==> src/sv/ile_pkg.sv <==
package ile_pkg;

	localparam int DATA_W  = 32;
	localparam int POS_W   = 7;
	localparam int OP_W    = 2;
	localparam int ST_W    = 2;
	localparam int IN_W    = OP_W + POS_W + DATA_W;
	localparam int OUT_W   = DATA_W + ST_W + POS_W;
	localparam int TDATA_W = 48;
	localparam int GROUP   = 8;

	typedef enum logic [OP_W-1:0] {
		OP_READ   = 2'd0,
		OP_INSERT = 2'd1,
		OP_DELETE = 2'd2
	} op_t;

	typedef enum logic [ST_W-1:0] {
		ST_DONE  = 2'd0,
		ST_RANGE = 2'd1,
		ST_FULL  = 2'd2
	} status_t;

	typedef enum logic [1:0] {
		S_IDLE = 2'd0,
		S_EXEC = 2'd1,
		S_DONE = 2'd2
	} state_t;

	typedef struct packed {
		logic             ins;
		logic             del;
		logic [POS_W-1:0] pos;
	} cell_cmd_t;

endpackage

==> src/sv/ile_cell.sv <==
module ile_cell #(
	parameter int INDEX = 0
) (
	input  logic                       clk,
	input  ile_pkg::cell_cmd_t         cmd,
	input  logic [ile_pkg::DATA_W-1:0] ins_value,
	input  logic [ile_pkg::DATA_W-1:0] left_data,
	input  logic [ile_pkg::DATA_W-1:0] right_data,
	output logic [ile_pkg::DATA_W-1:0] data,
	output logic [ile_pkg::DATA_W-1:0] rd_data
);

	localparam int            PW   = ile_pkg::POS_W;
	localparam logic [PW-1:0] IDX  = PW'(INDEX);
	localparam bit            HIGH = (INDEX >= (1 << PW));

	logic [ile_pkg::DATA_W-1:0] data_q;
	logic                       is_eq;
	logic                       is_gt;

	assign is_eq = !HIGH && (cmd.pos == IDX);
	assign is_gt = HIGH || (IDX > cmd.pos);

	always_ff @(posedge clk) begin
		if (cmd.ins) begin
			if (is_eq) begin
				data_q <= ins_value;
			end else if (is_gt) begin
				data_q <= left_data;
			end
		end else if (cmd.del && (is_eq || is_gt)) begin
			data_q <= right_data;
		end
	end

	assign data    = data_q;
	assign rd_data = is_eq ? data_q : '0;

endmodule

==> config.mk <==
export PLATFORM = sky130hd
export DESIGN_NAME = ile_cell
export DESIGN_NICKNAME = d
export VERILOG_FILES = /design/src/sv/ile_pkg.sv /design/src/sv/ile_cell.sv
export SDC_FILE = /design/constraint.sdc
export NUM_CORES = 1
export LEC_CHECK = 0
export ABC_AREA = 0
export ABC_CLOCK_PERIOD_IN_PS = 2600
export BUFFER_PORTS_ARGS = -buffer_cell sky130_fd_sc_hd__buf_2
export CAP_MARGIN = 40
export CORE_AREA = 2 2 77 79
export DETAILED_ROUTE_END_ITERATION = 10
export DIE_AREA = 0 0 79 81
export GPL_ROUTABILITY_DRIVEN = 1
export GPL_TIMING_DRIVEN = 0
export PLACE_DENSITY = 0.78
export SKIP_CTS_REPAIR_TIMING = 1
export SYNTH_ARGS = -nofsm -noshare
export SYNTH_HDL_FRONTEND = slang
export SYNTH_SLANG_ARGS = --single-unit
==> constraint.sdc <==
create_clock -name clk -period 2.6 [get_ports clk]
set_input_delay 0 -clock clk [delete_from_list [all_inputs] [get_ports clk]]
set_output_delay 0 -clock clk [all_outputs]
set_load 0.02 [all_outputs]
# Word level (Yosys, flattened, before mapping)
# Cells that the tools add are included.
[word_totals]
ff_bits = 32
word_cells = 13
[op_classes]
n_reduce_logical = 5
muxes = 5
eq_ne = 1
magnitude_cmp = 1
[op_table]
columns = ["cell", "count"]
rows = [
  ["$mux W32", 5],
  ["$gt A1 B7 Y1 const A", 1],
  ["$logic_not A7 Y1", 1],
  ["$ne A3 B1 Y1 const B", 1],
  ["$reduce_and A2 Y1", 1],
  ["$reduce_bool A2 Y1", 1],
  ["$logic_and A1 B1 Y1", 1],
  ["$logic_or A1 B1 Y1", 1],
]

# Depth between registers and ports, before layout
[depth]
depth_word = 5
mapped_depth = 5

# Worst setup path after synthesis
# No wires, ideal clock.
[synth_timing]
path_kind = "input-to-reg"
startpoint = "in cmd[4] (netlist bit)"
endpoint = "reg data_q (netlist bit data[0]) (enable)"
cell_stages = 5
path_slack_ps = 494
path_buffers = 2
t_arrival_ps = 1715
t_required_ps = 2209
cell_sequence = "or4_4 -> buf_6 -> nor2_8 -> buf_8 -> o21a_1"
[synth_via]
elab_chain_cells = 5
word_cells_on_any_way = 7
classes_between = "order compare (1); eq/ne (1); reduce/logical (5)"
[synth_rtl]
columns = ["element", "line", "source"]
rows = [
  ["start, declared", "ile_cell.sv:5", "input ile_pkg::cell_cmd_t cmd,"],
  ["$gt A1 B7 Y1 / $logic_not A7 Y1 (equally long branches)", "ile_cell.sv:22, ile_cell.sv:21", ""],
  ["$logic_or A1 B1 Y1", "ile_cell.sv:31", "end else if (cmd.del && (is_eq || is_gt)) begin"],
  ["$logic_and A1 B1 Y1", "ile_cell.sv:31", ""],
  ["$reduce_bool A2 Y1 (no source line)", "n/a", ""],
  ["$reduce_and A2 Y1 (no source line) *", "n/a", ""],
  ["end signal, assigned", "ile_cell.sv:27", "data_q <= ins_value;"],
  ["end signal, assigned", "ile_cell.sv:29", "data_q <= left_data;"],
  ["end signal, assigned", "ile_cell.sv:32", "data_q <= right_data;"],
  ["end, declared", "ile_cell.sv:17", "logic [ile_pkg::DATA_W-1:0] data_q;"],
]
# Every way passes the cells marked *; elsewhere a longest branch is shown, timed or not.
# A chain may end at the register's enable or synchronous reset.

# Worst setup path after layout
[layout_timing]
startpoint = "in cmd[4] (netlist bit)"
endpoint = "reg data_q (netlist bit data[11]) (enable)"
# The elaborated chain is that of the path after synthesis.

==> results.cfg <==
[min_path]
hold_class = primary input to flip-flop
whs_endpoint = data[10]
worst_hold_startpoint = right_data[10]
hold_depth = 2

[yosys]
avgSynthCellArea_um2 = 9.31
syn_nets = 330
synth_largest_area_cell = edfxtp_1
netlist_area_um2 = 2090
synthXorXnorAreaFrac_pct = 0
synth-seq-area-share_pct = 46.1
synth_common_cells = 32 x and3_1, 32 x edfxtp_1, 22 x a21oi_1
synthTopCellsByArea = edfxtp_1 46%, and3_1 9.6%, a31oi_1 5.4%
yosys_warnings = 0
synthAdderAreaFrac_pct = 0
synth-async-reset-ratio_pct = 0
netlist_instances = 224
yosys_most_used_dff = edfxtp_1
synth_top_area_share_pct = 46.1
synth_seq_cells = 32
ys_types = 23
synthSimpleGateAreaFrac_pct = 25.3
synth_edf_count = 32
synth_top_family_by_area = simple AND/OR/NAND/NOR gates
synth-compound-area-share_pct = 22.3
synth_mux_area_share_pct = 0

[final_layout]
diodes = 0
area_delta_synth_final_pct = 51.5
largest_reg_flops = 32
nFillCells = 559
finalNetCount = 507
fin_cells = 477
drive_gt1_share_pct = 48.0
post-route-util_pct = 55.7

[worst_setup_path]
cp_cell_sequence = buf_2 -> or4_4 -> buf_6 -> nor2_8 -> buf_8 -> o21a_1 -> buf_16
crit_arrival_ns = 2.02
end_kind = flip-flop
worstSetupPathType = primary input to flip-flop
path_max_fanout = 19
max_stage_delay_ns = 0.65
cpLargestDelayFamily = buffers and inverters
cp-start-kind = primary input
critPathRequiredTime_ns = 2.59
path_buf_inv = 4
slowest_stage = o21a_1

[global_route]
gr-total-overflow = 0
antenna_found_initial = 0
grt_pass1_vias = 2282
grt_pass1_wl_um = 11100
grt_max_degree = 20
grt_usage_pct = 22.4

[power_and_ir_drop]
p_leak_nw = 1.61
vdd_drop_max_mv = 0.177
pwr_density_cell_nw_per_um2 = 402

[placed_design]
place_congestion = 0.848
dp.cells = 469
numPortBuffers = 169
dpl.hpwl_um = 5920

[timing]
relSlewSlack_pct = 46.9
finalHoldViolCount = 0
slew_viol_final = 0
fin_crit_ns = 2.02
setup_viol = 0
tns_ns = 0
rsz0062_at_grt = false
worstMarginPinSlew_ns = 0.796
fmaxAchievable_mhz = 494
post-route-period-util_pct = 77.9

[detailed_routing]
drc = 0
initialDrtViolationCount = 152
finalWirelength_um = 7700
vias = 2499
ant_nets = 0
avgViaCountPerCell = 5.24
dr.pass1.iters = 5
drt-wirelength-per-cell_um = 16.1

[die]
fp.dieH_um = 81
die_w_um = 79
coreArea_um2 = 5680
dieArea_um2 = 6400
io_pins = 170
start_util_pct = 36.8
num_rows = 28

[job]
maxCapViolations = 0

[clock_tree]
cts_root_buffer = clkbuf_8
cts_max_path_buffers = 2
cts_made_buffers = 5
cts_tree = built
clkTransAtPathRegs_ns = 0.07
htree_num_levels = 2
clock_sinks = 32

[run_status]
status = finished, final reports clean
-- layer usage --
metal / global-route usage (%) / wire [um] / vias to the layer above
li1: - / - / 1204
met1: 27.4 / 3050 / 1149
met2: 40.9 / 4000 / 135
met3: 4.22 / 550 / 11
met4: 5.52 / 104 / 0
met5: 0 / 0 / -
-- power breakdown --
group          switching, W  internal, W
Sequential       0.00000127     0.000575
Clock              0.000190     0.000284
Combinational      0.000112     0.000108
Total              0.000303     0.000967
-- how the worst max path moves through the flow --
stage | start | to | slack (ns) | cells past startpoint
finish | cmd[4] | data[11] | 0.58 | 7
global route | cmd[4] | data[14] | 0.49 | 7
CTS | cmd[4] | data[14] | 0.58 | 7
detailed placement | cmd[4] | data[20] | 0.26 | 7
global placement | cmd[4] | data[12] | -0.02 | 6
floorplan | cmd[4] | data[0] | 0.49 | 5
-- cell usage in the layout (no fill, tap or decap), types with 2 or more instances in the layout --
master	count
clkbuf_1	18
a221o_2	4
nand2_1	14
buf_2	173
clkbuf_8	5
and2_1	14
and3_1	32
a31oi_1	18
nand3_1	10
o21ai_0	18
a21oi_1	22
nor2_1	18
edfxtp_1	32
a221o_1	10
buf_6	2
-- cells by family after synthesis --
logic type | Yosys count
simple gates | 93
compound gates | 73
flops | 32
buf+inv | 26
-- area by class of cell --
| class | instances | area (um2) | area share (%) |
|---|---|---|---|
| sequential | 32 | 961 | 30.4 |
| tap | 75 | 93.8 | 2.97 |
| multi-input combinational | 166 | 992 | 31.4 |
| buffer | 25 | 129 | 4.08 |
| inverter | 1 | 3.75 | 0.119 |
| clock buffer | 6 | 72.6 | 2.30 |
| clock inverter | 2 | 35.0 | 1.11 |
| timing repair buffer | 170 | 873 | 27.6 |
-- per-stage QoR --
step / cell area (um2) / power, W / hold WS (ns) / setup WS [ns]
2_1_floorplan: 2090 / 0.000691 / 0.215 / 0.494
5_1_grt: 3160 / 0.00132 / 0.0160 / 0.490
3_3_place_gp: 3030 / 0.000800 / 0.310 / -0.0220
3_5_place_dp: 3050 / 0.000806 / 0.311 / 0.257
4_1_cts: 3160 / 0.00128 / 0.0117 / 0.575
6_report: 3160 / 0.00127 / 0.0250 / 0.576
No activity file was read; power rests on OpenSTA's default activity.
